### config.mk
export PLATFORM = sky130hd
export DESIGN_NAME = led_ring_axis_indicator
export DESIGN_NICKNAME = d
export VERILOG_FILES = /design/src/sv/lrai_pkg.sv /design/src/sv/led_ring_axis_indicator.sv /design/src/sv/lrai_cfg.sv /design/src/sv/lrai_tick.sv /design/src/sv/lrai_stream.sv
export VERILOG_INCLUDE_DIRS = /design/src /design/src/sv
export SDC_FILE = /design/constraint.sdc
export NUM_CORES = 1
export LEC_CHECK = 0
export BUFFER_PORTS_ARGS = -buffer_cell sky130_fd_sc_hd__buf_2
export CAP_MARGIN = 20
export CORE_MARGIN = 2
export CORE_UTILIZATION = 62
export CTS_BUF_LIST = sky130_fd_sc_hd__clkbuf_8
export DETAILED_ROUTE_END_ITERATION = 8
export PLACE_DENSITY = 0.84
export SYNTH_ARGS = -nofsm -noshare
export SYNTH_HDL_FRONTEND = slang
export SYNTH_HIERARCHICAL = 1
export SYNTH_SLANG_ARGS = --single-unit
### constraint.sdc
create_clock -name i_clk -period 7.45 [get_ports i_clk]
set_input_delay 1.49 -clock i_clk [delete_from_list [all_inputs] [get_ports i_clk]]
set_output_delay 1.49 -clock i_clk [all_outputs]
set_load 0.05 [all_outputs]
### src/sv/assert_macros.svh
// Concurrent assertion helpers; bodies vanish for synthesis.
`ifndef ASSERT_MACROS_SVH
`define ASSERT_MACROS_SVH

`ifndef SYNTHESIS

`define ASSERT_IMPL(label, clk, rst_n, ante, cons, msg) \
    label: assert property (@(posedge clk) disable iff (!rst_n) (ante) |-> (cons)) \
        else $error(msg);

`define ASSERT_NEXT(label, clk, rst_n, ante, cons, msg) \
    label: assert property (@(posedge clk) disable iff (!rst_n) (ante) |=> (cons)) \
        else $error(msg);

`else

`define ASSERT_IMPL(label, clk, rst_n, ante, cons, msg)

`define ASSERT_NEXT(label, clk, rst_n, ante, cons, msg)

`endif

`endif

### src/sv/lrai_pkg.sv
package lrai_pkg;

    localparam int LED_COUNT_DEF = 24;
    localparam int ADDR_W        = 4;

    typedef logic [23:0] t_rgb;

    localparam t_rgb COL_OLIVE  = 24'h556B2F;
    localparam t_rgb COL_YELLOW = 24'hFFFF00;
    localparam t_rgb COL_RED    = 24'hFF0000;
    localparam t_rgb COL_WHITE  = 24'hFAEBD7;
    localparam t_rgb COL_DBLUE  = 24'h00008B;
    localparam t_rgb COL_SKY    = 24'h87CEEB;
    localparam t_rgb COL_GREEN  = 24'h008000;
    localparam t_rgb COL_DRED   = 24'h8B0000;
    localparam t_rgb COL_GREY   = 24'hA9A9A9;

    localparam logic [7:0] BRIGHT_RST  = 8'd255;
    localparam logic [7:0] BRIGHT_TZ   = 8'd50;
    localparam logic [7:0] BRIGHT_NONE = 8'd5;

    localparam logic [4:0]  CLOCK_OFFSET_RST = 5'd0;
    localparam logic [15:0] PERIOD_RST       = 16'd50;
    localparam logic [5:0]  INVERT_RST       = 6'd0;

    // register index = paddr[3:2]
    localparam logic [1:0] REG_CLOCK_OFFSET = 2'd0;
    localparam logic [1:0] REG_UPDATE_PERIOD = 2'd1;
    localparam logic [1:0] REG_AXIS_INVERT  = 2'd2;

    localparam logic [2:0] AXIS_TX = 3'd0;
    localparam logic [2:0] AXIS_TY = 3'd1;
    localparam logic [2:0] AXIS_TZ = 3'd2;
    localparam logic [2:0] AXIS_RX = 3'd3;
    localparam logic [2:0] AXIS_RY = 3'd4;
    localparam logic [2:0] AXIS_RZ = 3'd5;

    typedef struct packed {
        logic [4:0]  clock_offset;
        logic [15:0] update_period_ms;
        logic [5:0]  axis_invert_mask;
    } t_cfg;

    // one ring frame: background color, optional marker color, brightness
    typedef struct packed {
        t_rgb       base;
        t_rgb       mark;
        logic       mark_en;
        logic [7:0] bright;
    } t_frame;

endpackage

### src/sv/led_ring_axis_indicator.sv
// A tick that starts a frame passes the pending, current-frame and output registers to
// its first LED word, then one word per cycle while the output is not stalled.
// Throughput: one tick per cycle, except while a frame sits in the pending register:
// that is the cycle after a frame-starting tick, longer while an earlier frame streams.
// Reset (synchronous, active low): registers to defaults, elapsed and rotation zero,
// brightness 255, no frame pending or streaming.
`include "assert_macros.svh"

module led_ring_axis_indicator #(
    parameter  int LED_COUNT = lrai_pkg::LED_COUNT_DEF,
    localparam int W         = $clog2(LED_COUNT)
) (
    input  logic                         i_clk,
    input  logic                         i_rst_n,
    input  logic                         psel,
    input  logic                         penable,
    input  logic                         pwrite,
    input  logic [lrai_pkg::ADDR_W-1:0]  paddr,
    input  logic [31:0]                  pwdata,
    output logic [31:0]                  prdata,
    output logic                         pready,
    input  logic                         i_in_valid,
    output logic                         o_in_stall,
    input  logic                         i_led_on_request,
    input  logic [2:0]                   i_main_axis,
    input  logic                         i_main_positive,
    output logic                         o_out_valid,
    input  logic                         i_out_stall,
    output logic [W-1:0]                 o_led_index,
    output logic [7:0]                   o_red,
    output logic [7:0]                   o_green,
    output logic [7:0]                   o_blue,
    output logic [7:0]                   o_brightness,
    output logic                         o_last_led
);

    localparam logic [W-1:0] LAST_IDX = W'(LED_COUNT - 1);

    lrai_pkg::t_cfg    cfg;
    lrai_pkg::t_frame  frame;
    logic [3:0][W-1:0] pos;
    logic              frame_wr;
    logic              in_accept;

    assign in_accept = i_in_valid && !o_in_stall;

    lrai_cfg u_cfg (
        .i_clk   (i_clk),
        .i_rst_n (i_rst_n),
        .psel    (psel),
        .penable (penable),
        .pwrite  (pwrite),
        .paddr   (paddr),
        .pwdata  (pwdata),
        .prdata  (prdata),
        .pready  (pready),
        .o_cfg   (cfg)
    );

    lrai_tick #(
        .LED_COUNT (LED_COUNT)
    ) u_tick (
        .i_clk            (i_clk),
        .i_rst_n          (i_rst_n),
        .i_accept         (in_accept),
        .i_led_on_request (i_led_on_request),
        .i_main_axis      (i_main_axis),
        .i_main_positive  (i_main_positive),
        .i_cfg            (cfg),
        .o_frame_wr       (frame_wr),
        .o_frame          (frame),
        .o_pos            (pos)
    );

    lrai_stream #(
        .LED_COUNT (LED_COUNT)
    ) u_stream (
        .i_clk        (i_clk),
        .i_rst_n      (i_rst_n),
        .i_frame_wr   (frame_wr),
        .i_frame      (frame),
        .i_pos        (pos),
        .o_full       (o_in_stall),
        .o_out_valid  (o_out_valid),
        .i_out_stall  (i_out_stall),
        .o_led_index  (o_led_index),
        .o_red        (o_red),
        .o_green      (o_green),
        .o_blue       (o_blue),
        .o_brightness (o_brightness),
        .o_last_led   (o_last_led)
    );

    // a frame streams without gaps, in index order, at one brightness
    `ASSERT_NEXT(a_idx_step, i_clk, i_rst_n,
                 o_out_valid && !i_out_stall && !o_last_led,
                 o_out_valid && (o_led_index == $past(o_led_index) + W'(1)),
                 "frame word out of order")
    `ASSERT_NEXT(a_bright_hold, i_clk, i_rst_n,
                 o_out_valid && !i_out_stall && !o_last_led,
                 o_brightness == $past(o_brightness),
                 "brightness changed inside a frame")
    `ASSERT_IMPL(a_last_flag, i_clk, i_rst_n,
                 o_out_valid, o_last_led == (o_led_index == LAST_IDX),
                 "last flag does not match index")

endmodule

### src/sv/lrai_cfg.sv
module lrai_cfg (
    input  logic                          i_clk,
    input  logic                          i_rst_n,
    input  logic                          psel,
    input  logic                          penable,
    input  logic                          pwrite,
    input  logic [lrai_pkg::ADDR_W-1:0]   paddr,
    input  logic [31:0]                   pwdata,
    output logic [31:0]                   prdata,
    output logic                          pready,
    output lrai_pkg::t_cfg                o_cfg
);

    logic [4:0]  r_clock_offset;
    logic [15:0] r_update_period;
    logic [5:0]  r_axis_invert;
    logic        wr_en;

    assign wr_en  = psel && penable && pwrite;
    assign pready = 1'b1;

    always_ff @(posedge i_clk) begin
        if (!i_rst_n) begin
            r_clock_offset  <= lrai_pkg::CLOCK_OFFSET_RST;
            r_update_period <= lrai_pkg::PERIOD_RST;
            r_axis_invert   <= lrai_pkg::INVERT_RST;
        end else if (wr_en) begin
            case (paddr[3:2])
                lrai_pkg::REG_CLOCK_OFFSET:  r_clock_offset  <= pwdata[4:0];
                lrai_pkg::REG_UPDATE_PERIOD: r_update_period <= pwdata[15:0];
                lrai_pkg::REG_AXIS_INVERT:   r_axis_invert   <= pwdata[5:0];
                default: ;
            endcase
        end
    end

    always_comb begin
        case (paddr[3:2])
            lrai_pkg::REG_CLOCK_OFFSET:  prdata = 32'(r_clock_offset);
            lrai_pkg::REG_UPDATE_PERIOD: prdata = 32'(r_update_period);
            lrai_pkg::REG_AXIS_INVERT:   prdata = 32'(r_axis_invert);
            default:                     prdata = '0;
        endcase
    end

    assign o_cfg.clock_offset     = r_clock_offset;
    assign o_cfg.update_period_ms = r_update_period;
    assign o_cfg.axis_invert_mask = r_axis_invert;

endmodule

### src/sv/lrai_tick.sv
module lrai_tick #(
    parameter  int LED_COUNT = lrai_pkg::LED_COUNT_DEF,
    localparam int W         = $clog2(LED_COUNT)
) (
    input  logic                   i_clk,
    input  logic                   i_rst_n,
    input  logic                   i_accept,
    input  logic                   i_led_on_request,
    input  logic [2:0]             i_main_axis,
    input  logic                   i_main_positive,
    input  lrai_pkg::t_cfg         i_cfg,
    output logic                   o_frame_wr,
    output lrai_pkg::t_frame       o_frame,
    output logic [3:0][W-1:0]      o_pos
);

    localparam int SW   = W + 1;
    localparam int STEP = LED_COUNT / 12;
    localparam logic [W-1:0] HOUR3  = W'((3 * STEP) % LED_COUNT);
    localparam logic [W-1:0] HOUR6  = W'((6 * STEP) % LED_COUNT);
    localparam logic [W-1:0] HOUR9  = W'((9 * STEP) % LED_COUNT);
    localparam logic [W-1:0] HOUR12 = W'((12 * STEP) % LED_COUNT);
    localparam logic [W-1:0] LAST   = W'(LED_COUNT - 1);
    localparam logic [SW-1:0] N     = SW'(LED_COUNT);

    logic [15:0]   r_elapsed, n_elapsed;
    logic [W-1:0]  r_rotate, n_rotate;
    logic [7:0]    r_bright, n_bright;

    logic          emit;
    logic [15:0]   remain;
    logic          flip;
    logic [7:0]    inv_ext;
    logic [W-1:0]  hour_pos;
    logic          use_rot;
    logic [SW-1:0] off0, off1, off_mod, p_sum, p;
    logic [SW-1:0] p_next, p_prev, p_prev2;

    assign emit   = r_elapsed >= i_cfg.update_period_ms;
    assign remain = emit ? r_elapsed - i_cfg.update_period_ms : r_elapsed;

    assign inv_ext = {2'b00, i_cfg.axis_invert_mask};
    assign flip    = (i_main_axis <= lrai_pkg::AXIS_RZ) &&
                     (i_main_positive != inv_ext[i_main_axis]);

    // clock position of the marker group, offset folded into the ring
    always_comb begin
        off0    = SW'(i_cfg.clock_offset);
        off1    = (off0 >= N) ? off0 - N : off0;
        off_mod = (off1 >= N) ? off1 - N : off1;
        p_sum   = off_mod + SW'(hour_pos);
        p       = (p_sum >= N) ? p_sum - N : p_sum;
        p_next  = (p == N - SW'(1)) ? '0 : p + SW'(1);
        p_prev  = (p == '0) ? N - SW'(1) : p - SW'(1);
        p_prev2 = (p >= SW'(2)) ? p - SW'(2) : p + N - SW'(2);
    end

    always_comb begin
        o_frame.base    = lrai_pkg::COL_GREY;
        o_frame.mark    = lrai_pkg::COL_GREY;
        o_frame.mark_en = 1'b0;
        hour_pos        = HOUR3;
        use_rot         = 1'b0;
        n_bright        = r_bright;
        n_rotate        = r_rotate;
        if (i_led_on_request) begin
            o_frame.base = lrai_pkg::COL_OLIVE;
        end else begin
            case (i_main_axis)
                lrai_pkg::AXIS_TX: begin
                    o_frame.base    = lrai_pkg::COL_YELLOW;
                    o_frame.mark    = lrai_pkg::COL_RED;
                    o_frame.mark_en = 1'b1;
                    hour_pos        = flip ? HOUR9 : HOUR3;
                end
                lrai_pkg::AXIS_TY: begin
                    o_frame.base    = lrai_pkg::COL_YELLOW;
                    o_frame.mark    = lrai_pkg::COL_RED;
                    o_frame.mark_en = 1'b1;
                    hour_pos        = flip ? HOUR6 : HOUR12;
                end
                lrai_pkg::AXIS_TZ: begin
                    o_frame.base = flip ? lrai_pkg::COL_WHITE : lrai_pkg::COL_DBLUE;
                    n_bright     = lrai_pkg::BRIGHT_TZ;
                end
                lrai_pkg::AXIS_RX: begin
                    o_frame.base    = lrai_pkg::COL_SKY;
                    o_frame.mark    = lrai_pkg::COL_GREEN;
                    o_frame.mark_en = 1'b1;
                    hour_pos        = flip ? HOUR12 : HOUR6;
                end
                lrai_pkg::AXIS_RY: begin
                    o_frame.base    = lrai_pkg::COL_SKY;
                    o_frame.mark    = lrai_pkg::COL_GREEN;
                    o_frame.mark_en = 1'b1;
                    hour_pos        = flip ? HOUR9 : HOUR3;
                end
                lrai_pkg::AXIS_RZ: begin
                    o_frame.base    = lrai_pkg::COL_SKY;
                    o_frame.mark    = lrai_pkg::COL_DRED;
                    o_frame.mark_en = 1'b1;
                    use_rot         = 1'b1;
                    if (flip) begin
                        n_rotate = (r_rotate == '0) ? LAST : r_rotate - W'(1);
                    end else begin
                        n_rotate = (r_rotate == LAST) ? '0 : r_rotate + W'(1);
                    end
                end
                default: begin
                    n_bright = lrai_pkg::BRIGHT_NONE;
                end
            endcase
        end
        o_frame.bright = n_bright;
    end

    always_comb begin
        if (use_rot) begin
            o_pos = {4{r_rotate}};
        end else begin
            o_pos = {p_prev2[W-1:0], p_prev[W-1:0], p_next[W-1:0], p[W-1:0]};
        end
    end

    assign n_elapsed  = (remain != 16'hFFFF) ? remain + 16'd1 : remain;
    assign o_frame_wr = i_accept && emit;

    always_ff @(posedge i_clk) begin
        if (!i_rst_n) begin
            r_elapsed <= '0;
            r_rotate  <= '0;
            r_bright  <= lrai_pkg::BRIGHT_RST;
        end else if (i_accept) begin
            r_elapsed <= n_elapsed;
            if (emit) begin
                r_rotate <= n_rotate;
                r_bright <= n_bright;
            end
        end
    end

endmodule

### src/sv/lrai_stream.sv
module lrai_stream #(
    parameter  int LED_COUNT = lrai_pkg::LED_COUNT_DEF,
    localparam int W         = $clog2(LED_COUNT)
) (
    input  logic                   i_clk,
    input  logic                   i_rst_n,
    input  logic                   i_frame_wr,
    input  lrai_pkg::t_frame       i_frame,
    input  logic [3:0][W-1:0]      i_pos,
    output logic                   o_full,
    output logic                   o_out_valid,
    input  logic                   i_out_stall,
    output logic [W-1:0]           o_led_index,
    output logic [7:0]             o_red,
    output logic [7:0]             o_green,
    output logic [7:0]             o_blue,
    output logic [7:0]             o_brightness,
    output logic                   o_last_led
);

    localparam logic [W-1:0] LAST = W'(LED_COUNT - 1);

    // one frame waiting, one frame streaming
    logic                 r_pend_valid;
    lrai_pkg::t_frame     r_pend;
    logic [3:0][W-1:0]    r_pend_pos;
    logic                 r_busy;
    lrai_pkg::t_frame     r_cur;
    logic [3:0][W-1:0]    r_cur_pos;
    logic [W-1:0]         r_idx;

    logic                 r_out_valid;
    logic [W-1:0]         r_out_idx;
    lrai_pkg::t_rgb       r_out_rgb;
    logic [7:0]           r_out_bright;
    logic                 r_out_last;

    logic                 out_free;
    logic                 cur_done;
    logic                 cur_free;
    logic                 hit;
    lrai_pkg::t_rgb       led_rgb;

    assign out_free = !r_out_valid || !i_out_stall;
    assign cur_done = r_busy && out_free && (r_idx == LAST);
    assign cur_free = !r_busy || cur_done;

    assign hit = r_cur.mark_en &&
                 (r_idx == r_cur_pos[0] || r_idx == r_cur_pos[1] ||
                  r_idx == r_cur_pos[2] || r_idx == r_cur_pos[3]);
    assign led_rgb = hit ? r_cur.mark : r_cur.base;

    always_ff @(posedge i_clk) begin
        if (!i_rst_n) begin
            r_pend_valid <= 1'b0;
            r_busy       <= 1'b0;
            r_idx        <= '0;
            r_out_valid  <= 1'b0;
        end else begin
            if (i_frame_wr) begin
                r_pend_valid <= 1'b1;
            end else if (cur_free && r_pend_valid) begin
                r_pend_valid <= 1'b0;
            end

            if (cur_free && r_pend_valid) begin
                r_busy <= 1'b1;
                r_idx  <= '0;
            end else if (cur_done) begin
                r_busy <= 1'b0;
            end else if (r_busy && out_free) begin
                r_idx <= r_idx + W'(1);
            end

            if (out_free) begin
                r_out_valid <= r_busy;
            end
        end
    end

    always_ff @(posedge i_clk) begin
        if (i_frame_wr) begin
            r_pend     <= i_frame;
            r_pend_pos <= i_pos;
        end
        if (cur_free && r_pend_valid) begin
            r_cur     <= r_pend;
            r_cur_pos <= r_pend_pos;
        end
        if (out_free && r_busy) begin
            r_out_idx    <= r_idx;
            r_out_rgb    <= led_rgb;
            r_out_bright <= r_cur.bright;
            r_out_last   <= (r_idx == LAST);
        end
    end

    assign o_full       = r_pend_valid;
    assign o_out_valid  = r_out_valid;
    assign o_led_index  = r_out_idx;
    assign o_red        = r_out_rgb[23:16];
    assign o_green      = r_out_rgb[15:8];
    assign o_blue       = r_out_rgb[7:0];
    assign o_brightness = r_out_bright;
    assign o_last_led   = r_out_last;

endmodule

# Yosys cells after proc, flatten, opt, wreduce, memory -nomap -nowiden

Index checks and enable logic that the tools add are counted.

Bits of input ports: 48
Register bits: 256

Mux-type cells: 32
Order comparisons: 7
Equal/unequal tests: 16
Reductions and logical operators: 36
Bitwise logic cells: 3
Add/subtract/negate cells: 14

Operator list:

| kind                  | count |
|---|---|
| $pmux 25 s3           | 1 |
| $pmux 24 s3           | 1 |
| $mux 24               | 2 |
| $pmux 16 s3           | 1 |
| $mux 5                | 8 |
| $mux 16               | 2 |
| $eq 5x5->1            | 4 |
| $mux 20               | 1 |
| $mux 6                | 3 |
| $add 16x1->16 const B | 1 |
| $ge 16x16->1          | 1 |
| $ne 16x16->1 const B  | 1 |
| $pmux 8 s2            | 1 |
| $sub 16x16->16        | 1 |
| $add 5x1->5 const B   | 3 |
| $pmux 5 s3            | 1 |
| $ge 6x5->1 const B    | 2 |
| $sub 6x5->6 const B   | 2 |
| $eq 5x5->1 const B    | 2 |
| $reduce_and 2->1      | 5 |
| $sub 5x1->5 const B   | 2 |
| $sub 5x2->5 const B   | 2 |
| $logic_and 1x1->1     | 9 |
| $mux 4                | 2 |
| 29 further kinds      | 50 |

# Depth between registers and ports, before layout

Depth in word-level cells: 14
Depth in mapped cells: 21
Depth with buffers taken out: 19

# By module

The synthesis kept the hierarchy.

Modules (own cells, without submodules):

| module                  | times used | area each (sq um) | cells each |
|---|---|---|---|
| lrai_stream             | 1          | 6789.0            | 288 |
| lrai_tick               | 1          | 4206.5            | 608 |
| lrai_cfg                | 1          | 1428.9            | 163 |
| led_ring_axis_indicator | 1          | 13.8              | 1 |

# Least setup slack after synthesis

Ideal clock, no wire load.

Path kind: input to register
Start point: input port i_out_stall
End point: register u_stream.r_idx[2]
Library setup time: 124 ps
Arrival time: 5615 ps
Path buffers: 0
Path slack: 1711 ps
Data required time: 7326 ps
Stages on the path: 5
Path through: nand2_1 a21boi_1 nor2b_1 nand2b_1 nor3_1

Word-level cells in the longest chain between the ends: 7
Elaborated cells between the ends (all ways): 9
Classes of those cells: bitwise (1); reduce/logical (8)

RTL lines:

| what                             | RTL line                             | text |
|---|---|---|
| start: declaration               | led_ring_axis_indicator.sv:28        | `input logic i_out_stall,` |
| $logic_not 1->1 *                | lrai_stream.sv:44                    | `assign out_free = !r_out_valid \|\| !i_out_stall;` |
| $logic_or 1x1->1 *               | lrai_stream.sv:44                    |  |
| $logic_and 1x1->1 *              | lrai_stream.sv:45, lrai_stream.sv:71 |  |
| $logic_and 1x1->1                | lrai_stream.sv:45                    | `assign cur_done = r_busy && out_free && (r_idx == LAST);` |
| $logic_or 1x1->1                 | lrai_stream.sv:46                    | `assign cur_free = !r_busy \|\| cur_done;` |
| $logic_and 1x1->1                | lrai_stream.sv:66                    | `if (cur_free && r_pend_valid) begin` |
| $reduce_or 2->1 (no source line) | n/a                                  |  |
| end signal: assignment           | lrai_stream.sv:72                    | `r_idx <= r_idx + W'(1);` |
| end: declaration                 | lrai_stream.sv:30                    | `logic [W-1:0] r_idx;` |

Mark *: on every way between the ends. The rest lies on a longest branch, timed or not.
A chain may end at the register's enable or synchronous reset.

==> impl_metrics.py <==
metrics = {
    "timing": {
        "rsz0062_at_grt": "no",
        "hold_viol_final": 0,
        "slew_violations": 0,
        "setup_tns_ns": 0,
        "relSlewSlack_pct": 31.5,
        "worst_pin_slew_ns": 1.03,
        "max_freq_ghz": 0.179,
        "fin_skew_ns": 0.0210,
        "min_period_over_period_pct": 75.1,
        "layout_min_cycle_time_ns": 5.59,
        "setup_viol": 0,
    },
    "logic_synthesis": {
        "syn-mean-instance-area_um2": 11.7,
        "yosys.area_share.simple_pct": 13.1,
        "synthMuxAreaShare_pct": 6.62,
        "synth_edf_count": 192,
        "async_reset_ff_share_pct": 0,
        "yosysSeqAreaShare_pct": 56.7,
        "synth_cell_type_count": 82,
        "synth-compound-area-share_pct": 9.74,
        "synth_xor_area_share_pct": 3.71,
        "netlist_area_mm2": 0.0124,
        "yosysWarnings": 6,
        "synth_ff_type": "edfxtp_1",
        "synth_seq_cells": 256,
        "synth_top_family_by_area": "simple AND/OR/NAND/NOR gates",
        "synth_cells": 1060,
        "synthAdderAreaFrac_pct": 3.74,
    },
    "detailed_routing": {
        "via_per_inst": 5.62,
        "drtIter0Drc": 598,
        "drc_errors": 0,
        "num_vias": 7969,
        "firstDrtPassIters": 5,
        "avgRoutedWirePerCell_um": 16.3,
        "ant_nets": 0,
        "wirelength_um": 23200,
    },
    "placement": {
        "place.gp.congestion": 0.885,
        "portBuffers": 85,
        "hpwl_um": 16000,
    },
    "global_route": {
        "first_global_vias": 7740,
        "grt_pass1_wl_um": 38400,
        "grt_max_degree": 78,
        "antenna_found_initial": 2,
        "grt_overflow": 0,
        "grtUsageTotal_pct": 22.2,
    },
    "setup_path": {
        "cp-end-kind": "flop",
        "cp.required_ns": 7.71,
        "cp_data_arrival_time_ns": 5.86,
        "crit_path_start_kind": "input port",
        "critPathMaxFanout": 11,
        "path_cells": "buf_2 > mux4_2 > nand2_1 > o31a_1 > xor2_1 > nand2_1 > a21o_1 > ha_1 > a21o_1 > a21oi_1 > xnor2_1 > ha_1 > nand3_1 > nand2_1 > nor2_1 > a21oi_1 > nand2_1 > o31ai_1 > o21ai_0",
        "timing_worst_setup_path_type": "input port to flop",
        "path_common_cell": "nand2_1",
        "slowest_stage": "xor2_1",
        "slowest_delay_ns": 0.61,
    },
    "floorplan": {
        "core-area_mm2": 0.0196,
        "start_util_pct": 63.5,
        "num_rows": 51,
        "dieArea_mm2": 0.0212,
        "pin_count": 121,
        "die_height_um": 146,
        "die_w_um": 146,
    },
    "clock_tree": {
        "htreeDepth": 2,
        "cts_tree": "built",
        "clk_latency_ns": 0.53,
        "cts_setup_buffers": 0,
        "path_clk_slew_ns": 0.05,
        "root_buffer": "clkbuf_8",
        "holdBufCountCts": 0,
        "cts_resized": 0,
        "cts_buffers": 40,
        "clkSinkCount": 256,
        "clock_path_buffers": 3,
    },
    "run": {
        "drv_cap": 0,
    },
    "finish": {
        "synthToLayoutAreaGrowth_pct": 7.88,
        "most-common-layout-cells": "192 x edfxtp_1, 118 x nand2_1, 85 x buf_2",
        "drive_gt1_share_pct": 17.4,
        "final.fill_count": 1377,
        "fin_util_pct": 68.5,
        "nNetsFinal": 1208,
        "insertedDiodeCount": 0,
        "final_common_cell": "edfxtp_1",
    },
    "power_and_ir_drop": {
        "power_leakage_nw": 5.31,
        "ir_drop_mv": 0.170,
        "p_per_area_mw_per_mm2": 373,
        "total_power_w": 0.00501,
    },
    "outcome": {
        "status": "finished clean",
    },
    "worst_hold_path": {
        "worstHoldPathType": "flop to flop",
    },
}
## logic make-up after synthesis
| kind of cell | after synthesis |
|---|---|
| mux | 69 |
| buf+inv | 132 |
| fa+ha+maj | 36 |
| simple gates | 333 |
| xor+xnor | 51 |
| compound gates | 180 |
| other cells | 3 |
| flops | 256 |
## final timing paths
check,startpoint,to,slack (ns),cells after the start
worst min register to register,u_stream/r_pend_pos[17]$_DFFE_PP_,u_stream/r_cur_pos[17]$_DFFE_PP_,0.41,0
worst min-delay path,u_stream/r_pend_pos[17]$_DFFE_PP_,u_stream/r_cur_pos[17]$_DFFE_PP_,0.41,0
worst max register to register,u_cfg/r_update_period[11]$_SDFFE_PN0P_,u_tick/r_elapsed[1]$_SDFFE_PN0P_,2.48,15
worst max-delay path,i_main_axis[0],u_stream/r_pend_pos[8]$_DFFE_PP_,1.86,19
## synthesized netlist by cell type, types with 5 or more instances
cell type / instances / area [um2]
edfxtp_1: 192 / 5770
nand2_1: 118 / 443
nor2_1: 71 / 267
dfxtp_1: 64 / 1280
a21oi_1: 55 / 275
buf_4: 45 / 338
o21ai_0: 45 / 225
inv_1: 40 / 150
mux2i_1: 38 / 380
nand3_1: 38 / 190
ha_1: 34 / 425
clkbuf_1: 27 / 101
xnor2_1: 26 / 228
xor2_1: 23 / 201
mux2_4: 22 / 330
a21o_1: 19 / 143
and2_1: 19 / 119
nor3_1: 14 / 70.1
nand4_1: 13 / 81.3
buf_6: 11 / 124
mux2_2: 8 / 90.1
nand2b_1: 8 / 50.1
and3_1: 7 / 43.8
a211oi_1: 6 / 45.0
nor4_1: 6 / 37.5
o211ai_1: 6 / 45.0
buf_2: 5 / 25.0
o21a_1: 5 / 37.5
or3_1: 5 / 31.3
## registers in the layout, summed over array words and instances, names as in the netlist
signal and count:
u_stream/r_pend_pos 20, u_tick/r_bright 8, u_cfg/r_update_period 16, u_tick/r_elapsed 16, u_stream/r_out_rgb 24, u_stream/o_brightness 8, u_tick/r_rotate 5, u_stream/r_pend 57
u_cfg/r_clock_offset 5, u_stream/r_cur 57, u_stream/r_idx 5, u_stream/o_last_led 1, u_stream/o_full 1, u_cfg/r_axis_invert 6, u_stream/o_out_valid 1, u_stream/r_busy 1
u_stream/r_cur_pos 20, u_stream/o_led_index 5
## power breakdown
group          switching, W  total (W)  internal, W
logic               0.00114    0.00172     0.000575
registers          0.000161    0.00224      0.00208
clock network      0.000503    0.00105     0.000546
total               0.00181    0.00501      0.00320
## through the flow
stage                     setup slack (ns)  hold slack, ns  std cells  area (um2)
after floorplan                       1.71           0.400       1082       12500
after global placement                1.56           0.401       1347       12700
after detailed placement              1.38           0.405       1347       12700
after CTS                             1.91           0.411       1419       13400
after global routing                  1.52           0.423       1419       13400
final                                 1.86           0.410       1419       13400
## metal layers
layer	vias to the layer above	track usage (%)	wire length [um]
met4	4	7.11	566
met1	3704	28.6	9620
met5	-	0	25
met2	320	37.9	11400
met3	56	4.76	1600
li1	3885	-	-
## worst max-delay path: cells and delay by family
family / cells / cell delay, ns
AO/OA/AOI/OAI: 7 / 1.66
XOR/XNOR: 2 / 0.83
adder cells (fa/ha/maj): 2 / 0.53
buffers and inverters: 1 / 0.21
multiplexers: 1 / 0.52
AND/OR/NAND/NOR: 6 / 0.60
## cell type report
class	count	area, um2	share of cell area [%]
clock buffer	41	564	4.21
clock inverter	31	153	1.14
inverter	42	158	1.17
multi-input combinational	694	4700	35.0
sequential	256	7050	52.5
tap	265	332	2.47
timing repair buffer	90	463	3.45
Note: power is estimated with default switching activity, not from simulation.
